## src/vtms_pkg.sv

```systemverilog
// Shared types and constants for the mosaic sheet sequencer.
// No dependencies.
package vtms_pkg;

	localparam int MAX_TILES = 30;
	localparam int SLOT_W    = 6;
	localparam int FPS_W     = 5;
	localparam int GAP_W     = 11;
	localparam int SIZE_W    = 13;
	localparam int PITCH_W   = SIZE_W + 1;
	localparam int PROD_W    = PITCH_W + SLOT_W;
	localparam int SUM_W     = PROD_W + 1;
	localparam int CFG_DW    = 13;
	localparam int HANDLE_W  = 8;

	typedef enum logic [2:0] {
		CMD_CLEAR      = 3'd0,
		CMD_COPY_PREV  = 3'd1,
		CMD_COPY_FRAME = 3'd2,
		CMD_BLANK      = 3'd3,
		CMD_EMIT       = 3'd4
	} cmd_t;

	typedef enum logic [2:0] {
		CFG_GRID_COLUMNS = 3'd0,
		CFG_FRAMES       = 3'd1,
		CFG_OVERLAP      = 3'd2,
		CFG_PAD          = 3'd3,
		CFG_MARGIN       = 3'd4,
		CFG_GAP          = 3'd5,
		CFG_TILE_W       = 3'd6,
		CFG_TILE_H       = 3'd7
	} cfg_idx_t;

	typedef enum logic [3:0] {
		S_IDLE,
		S_CLEAR,
		S_PAD,
		S_COPY_CHK,
		S_COPY_SRC,
		S_COPY_DST,
		S_FRAME,
		S_BLANK_CHK,
		S_BLANK,
		S_EMIT,
		S_POS
	} state_t;

endpackage

```

## src/video_tile_mosaic_sequencer.sv

```systemverilog
// Mosaic sheet sequencer: turns frame and end-of-stream events into rectangle commands.
// Each tile position is computed in the shared divide/multiply unit (6 divide steps,
// 2 multiplies, 2 margin adds); a plain frame copy is pushed once its position is ready.
// Items are handled one at a time: a new frame or end-of-stream event is taken only in idle.
// Reset: registers to defaults, no sheet open, no previous sheet, start padding pending.
module video_tile_mosaic_sequencer #(
	parameter int COORD_BITS = 18
) (
	input  logic                            clk,
	input  logic                            arst_n,
	input  logic                            in_valid,
	output logic                            in_ready,
	input  logic                            kind,
	input  logic [vtms_pkg::HANDLE_W-1:0]   frame_handle,
	output logic                            out_valid,
	input  logic                            out_ready,
	output vtms_pkg::cmd_t                  command,
	output logic [COORD_BITS-1:0]           dest_x,
	output logic [COORD_BITS-1:0]           dest_y,
	output logic [COORD_BITS-1:0]           source_x,
	output logic [COORD_BITS-1:0]           source_y,
	output logic [vtms_pkg::HANDLE_W-1:0]   source_handle,
	output logic                            retain_sheet,
	output logic                            last,
	input  logic                            cfg_valid,
	output logic                            cfg_ready,
	input  vtms_pkg::cfg_idx_t              cfg_index,
	input  logic [vtms_pkg::CFG_DW-1:0]     cfg_data
);
	import vtms_pkg::*;

	// configuration
	logic [FPS_W-1:0]  cols_q, fps_q, ovl_q, ipt_q;
	logic [GAP_W-1:0]  margin_q, gap_q;
	logic [SIZE_W-1:0] tw_q, th_q;

	// sequencer state
	state_t              state_q, state_d, ret_q, ret_d;
	logic [SLOT_W-1:0]   slot_q, slot_d, copy_i_q, copy_i_d, f_q, f_d;
	logic [FPS_W-1:0]    ov_q, ov_d;
	logic                open_q, open_d, prev_q, prev_d, pad_q, pad_d;
	logic [HANDLE_W-1:0] handle_q;
	logic [COORD_BITS-1:0] src_x_q, src_y_q;

	// position unit
	logic                 pos_busy_q, pos_start;
	logic [3:0]           pos_cnt_q;
	logic [SLOT_W-1:0]    dq_q, pos_slot;
	logic [FPS_W-1:0]     rem_q;
	logic [PROD_W-1:0]    prod_q, prod;
	logic [COORD_BITS-1:0] pos_x_q, pos_y_q;

	// output register
	logic                  out_valid_q, push, out_free;
	cmd_t                  o_cmd, cmd_q;
	logic [COORD_BITS-1:0] o_dx, o_dy, o_sx, o_sy, dx_q, dy_q, sx_q, sy_q;
	logic [HANDLE_W-1:0]   o_h, h_q;
	logic                  o_keep, o_last, keep_q, last_q;

	logic [SLOT_W-1:0]  f_eff, ov_eff, fps6, ovl6, slot_inc, copy_base;
	logic [FPS_W-1:0]   cols_eff;
	logic [SLOT_W-1:0]  div_tmp;
	logic               div_ge;
	logic [PITCH_W-1:0] pitch_x, pitch_y, mul_a;
	logic [SLOT_W-1:0]  mul_b;
	logic [SUM_W-1:0]   pos_sum;
	logic               clear_need;

	assign fps6     = {1'b0, fps_q};
	assign ovl6     = {1'b0, ovl_q};
	assign f_eff    = (fps_q == '0) ? SLOT_W'(1) :
	                  ((fps6 > SLOT_W'(MAX_TILES)) ? SLOT_W'(MAX_TILES) : fps6);
	assign ov_eff   = (ovl6 >= f_eff) ? (f_eff - SLOT_W'(1)) : ovl6;
	assign cols_eff = (cols_q == '0) ? FPS_W'(1) : cols_q;
	assign slot_inc = slot_q + SLOT_W'(1);
	assign copy_base = f_q - {1'b0, ov_q};
	assign clear_need = (margin_q != '0) || (gap_q != '0) || (pad_q && (ipt_q != '0));
	assign out_free = !out_valid_q || out_ready;
	assign in_ready = (state_q == S_IDLE);
	assign cfg_ready = 1'b1;

	// shared divide / multiply datapath
	assign div_tmp = {rem_q, dq_q[SLOT_W-1]};
	assign div_ge  = (div_tmp >= {1'b0, cols_eff});
	assign pitch_x = {1'b0, tw_q} + PITCH_W'(gap_q);
	assign pitch_y = {1'b0, th_q} + PITCH_W'(gap_q);
	assign mul_a   = (pos_cnt_q == 4'd6) ? pitch_x : pitch_y;
	assign mul_b   = (pos_cnt_q == 4'd6) ? {1'b0, rem_q} : dq_q;
	assign prod    = PROD_W'(mul_a) * PROD_W'(mul_b);
	assign pos_sum = SUM_W'(margin_q) + SUM_W'(prod_q);

	always_ff @(posedge clk or negedge arst_n) begin
		if (!arst_n) begin
			pos_busy_q <= 1'b0;
			pos_cnt_q  <= '0;
		end else if (pos_start) begin
			pos_busy_q <= 1'b1;
			pos_cnt_q  <= '0;
		end else if (pos_busy_q) begin
			pos_cnt_q <= pos_cnt_q + 4'd1;
			if (pos_cnt_q == 4'd8)
				pos_busy_q <= 1'b0;
		end
	end

	always_ff @(posedge clk) begin
		if (pos_start) begin
			dq_q  <= pos_slot;
			rem_q <= '0;
		end else if (pos_busy_q) begin
			if (pos_cnt_q < 4'd6) begin
				rem_q <= div_ge ? FPS_W'(div_tmp - {1'b0, cols_eff}) : FPS_W'(div_tmp);
				dq_q  <= {dq_q[SLOT_W-2:0], div_ge};
			end
			if (pos_cnt_q == 4'd6 || pos_cnt_q == 4'd7)
				prod_q <= prod;
			if (pos_cnt_q == 4'd7)
				pos_x_q <= COORD_BITS'(pos_sum);
			if (pos_cnt_q == 4'd8)
				pos_y_q <= COORD_BITS'(pos_sum);
		end
	end

	// configuration registers
	always_ff @(posedge clk or negedge arst_n) begin
		if (!arst_n) begin
			cols_q   <= FPS_W'(6);
			fps_q    <= FPS_W'(30);
			ovl_q    <= '0;
			ipt_q    <= '0;
			margin_q <= '0;
			gap_q    <= '0;
			tw_q     <= SIZE_W'(64);
			th_q     <= SIZE_W'(64);
		end else if (cfg_valid) begin
			case (cfg_index)
				CFG_GRID_COLUMNS: cols_q   <= cfg_data[FPS_W-1:0];
				CFG_FRAMES:       fps_q    <= cfg_data[FPS_W-1:0];
				CFG_OVERLAP:      ovl_q    <= cfg_data[FPS_W-1:0];
				CFG_PAD:          ipt_q    <= cfg_data[FPS_W-1:0];
				CFG_MARGIN:       margin_q <= cfg_data[GAP_W-1:0];
				CFG_GAP:          gap_q    <= cfg_data[GAP_W-1:0];
				CFG_TILE_W:       tw_q     <= cfg_data[SIZE_W-1:0];
				CFG_TILE_H:       th_q     <= cfg_data[SIZE_W-1:0];
				default: ;
			endcase
		end
	end

	// sequencer
	always_comb begin
		state_d   = state_q;
		ret_d     = ret_q;
		slot_d    = slot_q;
		copy_i_d  = copy_i_q;
		f_d       = f_q;
		ov_d      = ov_q;
		open_d    = open_q;
		prev_d    = prev_q;
		pad_d     = pad_q;
		pos_start = 1'b0;
		pos_slot  = slot_q;
		push      = 1'b0;
		o_cmd     = CMD_CLEAR;
		o_dx      = '0;
		o_dy      = '0;
		o_sx      = '0;
		o_sy      = '0;
		o_h       = '0;
		o_keep    = 1'b0;
		o_last    = 1'b0;
		case (state_q)
			S_IDLE: begin
				if (in_valid) begin
					f_d  = f_eff;
					ov_d = FPS_W'(ov_eff);
					if (!kind) begin
						if (!open_q) begin
							state_d = S_CLEAR;
						end else begin
							pos_start = 1'b1;
							ret_d     = S_FRAME;
							state_d   = S_POS;
						end
					end else if (slot_q != '0 && open_q) begin
						state_d = S_BLANK_CHK;
					end
				end
			end
			S_CLEAR: begin
				open_d = 1'b1;
				if (!clear_need) begin
					state_d = S_PAD;
				end else if (out_free) begin
					push    = 1'b1;
					state_d = S_PAD;
				end
			end
			S_PAD: begin
				if (pad_q) begin
					if ({1'b0, ipt_q} < f_q)
						slot_d = {1'b0, ipt_q};
					pad_d = 1'b0;
				end
				copy_i_d = copy_base;
				state_d  = S_COPY_CHK;
			end
			S_COPY_CHK: begin
				pos_start = 1'b1;
				state_d   = S_POS;
				if (prev_q && copy_i_q < f_q) begin
					pos_slot = copy_i_q;
					ret_d    = S_COPY_SRC;
				end else begin
					ret_d = S_FRAME;
				end
			end
			S_COPY_SRC: begin
				pos_start = 1'b1;
				pos_slot  = copy_i_q - copy_base;
				ret_d     = S_COPY_DST;
				state_d   = S_POS;
			end
			S_COPY_DST: begin
				if (out_free) begin
					push     = 1'b1;
					o_cmd    = CMD_COPY_PREV;
					o_dx     = pos_x_q;
					o_dy     = pos_y_q;
					o_sx     = src_x_q;
					o_sy     = src_y_q;
					copy_i_d = copy_i_q + SLOT_W'(1);
					state_d  = S_COPY_CHK;
				end
			end
			S_FRAME: begin
				if (out_free) begin
					push    = 1'b1;
					o_cmd   = CMD_COPY_FRAME;
					o_dx    = pos_x_q;
					o_dy    = pos_y_q;
					o_h     = handle_q;
					o_last  = (slot_inc < f_q);
					slot_d  = slot_inc;
					state_d = (slot_inc < f_q) ? S_IDLE : S_BLANK_CHK;
				end
			end
			S_BLANK_CHK: begin
				if (slot_q < f_q) begin
					pos_start = 1'b1;
					ret_d     = S_BLANK;
					state_d   = S_POS;
				end else begin
					state_d = S_EMIT;
				end
			end
			S_BLANK: begin
				if (out_free) begin
					push    = 1'b1;
					o_cmd   = CMD_BLANK;
					o_dx    = pos_x_q;
					o_dy    = pos_y_q;
					slot_d  = slot_inc;
					state_d = S_BLANK_CHK;
				end
			end
			S_EMIT: begin
				if (out_free) begin
					push    = 1'b1;
					o_cmd   = CMD_EMIT;
					o_keep  = (ov_q != '0);
					o_last  = 1'b1;
					slot_d  = {1'b0, ov_q};
					if (ov_q != '0)
						prev_d = 1'b1;
					open_d  = 1'b0;
					state_d = S_IDLE;
				end
			end
			S_POS: begin
				if (!pos_busy_q)
					state_d = ret_q;
			end
			default: state_d = S_IDLE;
		endcase
	end

	always_ff @(posedge clk or negedge arst_n) begin
		if (!arst_n) begin
			state_q     <= S_IDLE;
			ret_q       <= S_IDLE;
			slot_q      <= '0;
			copy_i_q    <= '0;
			f_q         <= '0;
			ov_q        <= '0;
			open_q      <= 1'b0;
			prev_q      <= 1'b0;
			pad_q       <= 1'b1;
			out_valid_q <= 1'b0;
		end else begin
			state_q  <= state_d;
			ret_q    <= ret_d;
			slot_q   <= slot_d;
			copy_i_q <= copy_i_d;
			f_q      <= f_d;
			ov_q     <= ov_d;
			open_q   <= open_d;
			prev_q   <= prev_d;
			pad_q    <= pad_d;
			if (push)
				out_valid_q <= 1'b1;
			else if (out_ready)
				out_valid_q <= 1'b0;
		end
	end

	always_ff @(posedge clk) begin
		if (in_valid && in_ready)
			handle_q <= frame_handle;
		if (state_q == S_COPY_SRC) begin
			src_x_q <= pos_x_q;
			src_y_q <= pos_y_q;
		end
		if (push) begin
			cmd_q  <= o_cmd;
			dx_q   <= o_dx;
			dy_q   <= o_dy;
			sx_q   <= o_sx;
			sy_q   <= o_sy;
			h_q    <= o_h;
			keep_q <= o_keep;
			last_q <= o_last;
		end
	end

	assign out_valid     = out_valid_q;
	assign command       = cmd_q;
	assign dest_x        = dx_q;
	assign dest_y        = dy_q;
	assign source_x      = sx_q;
	assign source_y      = sy_q;
	assign source_handle = h_q;
	assign retain_sheet  = keep_q;
	assign last          = last_q;

endmodule
```

## config.mk

```make
export PLATFORM = sky130hd
export DESIGN_NAME = video_tile_mosaic_sequencer
export DESIGN_NICKNAME = d
export VERILOG_FILES = /design/src/vtms_pkg.sv /design/src/video_tile_mosaic_sequencer.sv
export SDC_FILE = /design/constraint.sdc
export NUM_CORES = 1
export LEC_CHECK = 0
export BUFFER_PORTS_ARGS = -buffer_cell sky130_fd_sc_hd__buf_4
export CAP_MARGIN = 20
export CELL_PAD_IN_SITES_DETAIL_PLACEMENT = 0
export CELL_PAD_IN_SITES_GLOBAL_PLACEMENT = 1
export CORE_MARGIN = 2
export CORE_UTILIZATION = 45
export DETAILED_ROUTE_END_ITERATION = 10
export MAX_ROUTING_LAYER = met4
export PLACE_DENSITY_LB_ADDON = 0.1
export SLEW_MARGIN = 20
export SYNTH_ARGS = -nofsm -noshare
export SYNTH_HDL_FRONTEND = slang
export SYNTH_SLANG_ARGS = --single-unit
```

## constraint.sdc

```tcl
create_clock -name clk -period 6.65 [get_ports clk]
set_input_delay 0.3325 -clock clk [delete_from_list [all_inputs] [get_ports clk]]
set_output_delay 0.3325 -clock clk [all_outputs]
set_load 0.005 [all_outputs]
```

==> results.toml, run 1 <==
[status]
status = "finished, violations left"
violations = "DRC"

[layout]
layout-drive-gt1-share_pct = 19.2
final_cell_mix = "edfxtp_1 (189), buf_4 (139), nor2_1 (120), inv_1 (119), dfrtp_1 (98)"
area.sequential_um2 = 8460
area_growth_pct = 16.1
multi_input_area_um2 = 7280
nNetsFinal = 1700
final_common_cell = "edfxtp_1"
nFillCells = 3195
diodes = 0

[routing]
drtPass1Iterations = 11
vias = 10440
ant_nets = 0
drtIter0Drc = 555
route.detailed.wl_per_inst_um = 17.2
viasPerCell = 5.19
totalWireLength_um = 34600
drcViolationCount = 14

[sta]
slew_headroom_pct = 32.3
slew_viol_final = 0
rsz0062_at_grt = "no"
period_minus_slack_ns = 6.21
hold_viol_final = 0
setup_viol = 0
fin_crit_sh_pct = 93.4
setup-tns-final_ns = 0
worst_pin_slew_ns = 1.02
max_clock_freq_mhz = 161
fin_worst_skew_ns = 0.0110

[synthesis]
yosys.area.top_type = "edfxtp_1"
syn_area_um2 = 16300
async_flop_share_pct = 35.5
synth_area_per_cell_um2 = 11.7
synth_fa_ha_area_share_pct = 13.3
synthMuxAreaShare_pct = 6.30
synth_xor_area_share_pct = 3.09
postSynthCellCount = 1388
syn_nets = 1560
ys_ff_latch = 301
synth_top_family_by_area = "adder cells"
synthSimpleGateAreaFrac_pct = 13.0
synthFlopType = "edfxtp_1"
synth_area_leaders = "edfxtp_1 (35%), dfrtp_1 (15%), ha_1 (6.8%), fa_1 (6.5%), mux2_2 (5.2%)"
synth_edf_count = 189
synth-compound-area-share_pct = 8.51
yosysTopAreaCellShare_pct = 34.8
yosysWarnings = 0
seq_area_frac_synth_pct = 51.9
synth_cell_type_count = 74

[clock_tree]
clk_pin_slew_worst_paths_ns = 0.06
cts-root-buf = "clkbuf_16"
clock_path_buffers = 3
cts.sinks = 301
cts_max_level = 1
cts_tree = "built"
cts_buffers = 31
insertion_delay_ns = 0.56

[setup_path]
worstPathRequired_ns = 6.96
cp_max_fo = 13
path_class = "reg2reg"
reg2reg_to = "prod_q[16]"
r2r_start = "pos_cnt_q[0]"
critPathCapture = "prod_q[16]"
endpoint_kind = "flop"
ff2ff_setup_slack_ns = 0.44
startpoint = "pos_cnt_q[0]"
cp_data_arrival_time_ns = 6.51
r2r_cells = 26
critPathLaunchType = "flop"

[floorplan]
core_um2 = 35700
dieArea_um2 = 37800
rows = 69
pin_count = 118
fp.dieH_um = 194
start_util_pct = 45.7
dieWidth_um = 194

[worst_hold_path]
worstHoldPathType = "in2reg"

[placement]
dp_hpwl_um = 25200
port_buffers = 116
place.gp.congestion = 0.815

[grt]
grt_max_degree = 80
antenna_found_initial = 0
grt.total_usage_pct = 19.2
grt_pass1_wl_um = 57000
grt-ovfl-total = 0
grt_pass1_vias = 10445

[run]
maxCapViolCount = 0
[cells in the mapped netlist, types with 30 or more instances]
cell type,instances
mux2_2,75
and3_1,46
dfrtp_1,98
nand2_1,77
nor2_1,122
o21ai_0,61
clkbuf_1,30
inv_1,119
edfxtp_1,189
ha_1,89
xnor2_1,35
fa_1,53
nor2b_1,57
a21oi_1,49
[timing repair]
item	4_1_cts	5_1_grt
endpoints found under the hold margin	52	0
endpoints found under the setup margin	0	7
hold buffers	11	0
buffers inserted	0	1
resized for setup	0	12
[how the worst min path moves through the flow]
| stage | startpoint | end | slack [ns] | depth (start not counted) |
|---|---|---|---|---|
| 3_3_place_gp | arst_n | ovl_q[1] | 0.37 | 1 |
| 4_1_cts | cfg_data[5] | margin_q[5] | 0.02 | 2 |
| 2_1_floorplan | arst_n | cols_q[0] | 0.04 | 0 |
| 3_5_place_dp | arst_n | ovl_q[1] | 0.37 | 1 |
| 5_1_grt | cfg_data[5] | margin_q[5] | 0.04 | 2 |
| 6_report | cfg_data[5] | margin_q[5] | 0.04 | 2 |
[state kept, by name, summed over array words and instances, names as in the netlist, 13 cells and up]
| register | flops |
|---|---|
| th_q | 13 |
| src_x_q | 18 |
| pos_x_q | 18 |
| pos_y_q | 18 |
| tw_q | 13 |
| dest_x | 18 |
| src_y_q | 18 |
| prod_q | 18 |
| dest_y | 18 |
| source_x | 18 |
| source_y | 18 |
[per-stage QoR]
stage / utilization, % / hold slack [ns] / cell area (um2) / setup slack [ns] / std cells
floorplan: - / 0.0369 / 16300 / 0.0115 / 1388
global placement: 49.8 / 0.373 / 17800 / 0.228 / 1944
detailed placement: 49.8 / 0.375 / 17800 / 0.0358 / 1944
CTS: 52.9 / 0.0202 / 18900 / 0.0333 / 2011
global route: 53.1 / 0.0371 / 18900 / 0.00489 / 2012
finish: 53.1 / 0.0421 / 18900 / 0.442 / 2012
[worst max-delay path, cell delays in order, from the launching register on]
cell      delay, ns
dfrtp_1        0.40
inv_1          0.09
ha_1           0.21
nand3b_2       0.14
buf_4          0.24
mux2_2         0.36
ha_1           0.39
nand3_1        0.10
o21ai_0        0.27
nor4_2         0.09
nor3b_2        0.23
o21ai_0        0.11
nand2b_1       0.09
xnor2_1        0.11
buf_4          0.16
nor2_1         0.06
fa_1           0.50
fa_1           0.49
inv_1          0.06
fa_1           0.54
inv_1          0.04
ha_1           0.37
and3_1         0.23
a211oi_2       0.32
o21ai_1        0.10
a21oi_1        0.18
xnor2_1        0.09
[cell type report]
class	instances	area share [%]
Sequential cell	301	44.7
Clock inverter	15	0.952
Multi-Input combinational cell	924	38.5
Clock buffer	41	4.30
Inverter	120	2.38
Tap cell	461	3.05
Timing Repair Buffer	150	6.10
[per-layer routing]
layer	vias up	GRT usage, %	wire, um
met2	220	28.1	14800
met1	5020	28.6	17600
met3	43	2.39	1640
li1	5157	-	-
met5	-	-	0
met4	0	4.10	556
[cell families (layout without fill, tap and decap cells)]
logic type	count (synthesis)	in the layout
other cells	1	1
xor+xnor	56	56
simple gates	418	418
mux	92	92
flops	301	301
buf+inv	163	326
compound gates	215	215
fa+ha+maj	142	142
Power of run 1 is left out: the tool's default activity adds up to more than one toggle a clock period on the data nets, which glitch-free logic cannot reach.
==> run 2: changes to the inputs <==
--- a/config.mk
+++ b/config.mk
@@ -14,6 +14,7 @@
 export DETAILED_ROUTE_END_ITERATION = 10
 export MAX_ROUTING_LAYER = met4
 export PLACE_DENSITY_LB_ADDON = 0.1
+export REMOVE_ABC_BUFFERS = 1
 export SLEW_MARGIN = 20
 export SYNTH_ARGS = -nofsm -noshare
 export SYNTH_HDL_FRONTEND = slang
==> results.toml, run 2 (same netlist as run 1, synthesis figures left out) <==
[clock_tree]
cts.sinks = 301
cts_max_level = 2
clk_pin_slew_worst_paths_ns = 0.05
cts_setup_buffers = 0
insertion_delay_ns = 0.53
cts_tree = "built"
cts-root-buf = "clkbuf_16"
clock_path_buffers = 3
cts_buffers = 35

[setup_path]
cp_data_arrival_time_ns = 6.52
path_class = "reg2reg"
worstPathRequired_ns = 6.91
max_stage_delay_ns = 0.52
cpMostUsedCell = "fa_1"
slowest_stage = "fa_1"
critPathLaunchType = "flop"
critPathTopFamily = "adder cells"
cp_max_fo = 15
cp_num_buf_inv = 5
endpoint_kind = "flop"

[floorplan]
pin_count = 118
dieArea_um2 = 37800
dieWidth_um = 194
start_util_pct = 45.7
rows = 69
fp.dieH_um = 194
core_um2 = 35700

[routing]
ant_nets = 0
viasPerCell = 5.19
vias = 10486
drcViolationCount = 13
totalWireLength_um = 34600
route.detailed.wl_per_inst_um = 17.1
drtPass1Iterations = 11
drtIter0Drc = 605

[sta]
rsz0062_at_grt = "no"
period_minus_slack_ns = 6.26
setup_viol = 0
worst_pin_slew_ns = 1.03
slew_headroom_pct = 31.2
fin_crit_sh_pct = 94.2
worst_hold_slack_ns = 0.0555
slew_viol_final = 0
setup-tns-final_ns = 0
fin_worst_skew_ns = 0.0194
hold_viol_final = 0
max_clock_freq_mhz = 160

[grt]
grt_pass1_wl_um = 57500
grt_pass1_vias = 10663
antenna_found_initial = 0
grt-ovfl-total = 0
grt_max_degree = 68
grt.total_usage_pct = 19.5

[layout]
diodes = 0
layout-drive-gt1-share_pct = 20.0
final_common_cell = "edfxtp_1"
nNetsFinal = 1704
fin_area_um2 = 19100
final_cell_mix = "edfxtp_1 (189), buf_4 (140), inv_1 (119), nor2_1 (119), dfrtp_1 (98)"
area_growth_pct = 17.2

[placement]
port_buffers = 116
place.gp.congestion = 0.860
place_area_um2 = 17800
dp_hpwl_um = 25300

[status]
status = "finished, violations left"
violations = "DRC"

[run]
maxCapViolCount = 0

[worst_hold_path]
worstHoldPathType = "in2reg"
## run 2: worst register-to-register path, delay by kind of cell (launching register included)
kind | cells | cell delay (ns)
buffers and inverters | 5 | 0.52
adders and majority gates | 6 | 2.49
AOI/OAI and AO/OA | 6 | 1.02
muxes | 1 | 0.38
xor gates and xnor gates | 1 | 0.12
and+or+nand+nor | 7 | 1.06
DFF | 1 | 0.40
## run 2: worst paths after layout
path | slack (ns) | end | cells after the start | startpoint
max reg2reg | 0.39 | prod_q[17] | 26 | pos_cnt_q[0]
min | 0.06 | th_q[11] | 2 | cfg_data[11]
max in group asynchronous | 5.04 | th_q[12] | 3 | arst_n
max | 0.39 | prod_q[17] | 26 | pos_cnt_q[0]
min in group asynchronous | 0.34 | ovl_q[0] | 2 | arst_n
min reg2reg | 0.44 | src_x_q[3] | 0 | pos_x_q[3]
## run 2: timing repair
item	CTS	global route
hold buffers	9	0
endpoints found under the hold margin	47	0
gates resized for setup	0	13
endpoints found under the setup margin	0	5
## run 2: per-layer routing
metal | global-route usage [%] | share of wire [%]
met1 | 27.8 | 50
met2 | 29.1 | 43
met3 | 3.38 | 4.8
met4 | 4.50 | 1.9
met5 | - | 0
## run 2: cell type report
class | count | area [um2]
tap | 461 | 577
clock inverter | 16 | 198
clock buffer | 47 | 992
timing repair buffer | 150 | 1160
inverter | 120 | 450
sequential | 301 | 8460
fill | 3132 | 16500
multi-input combinational | 924 | 7270
## run 2: metrics by stage
step	cells	utilization, %	setup WS, ns
global placement	1947	49.8	0.228
floorplan	1345	-	0.389
finish	2019	53.6	0.389
global route	2019	53.6	0.0173
detailed placement	1947	49.8	0.100
CTS	2019	53.4	0.114
Power of run 2 is left out for the same reason.
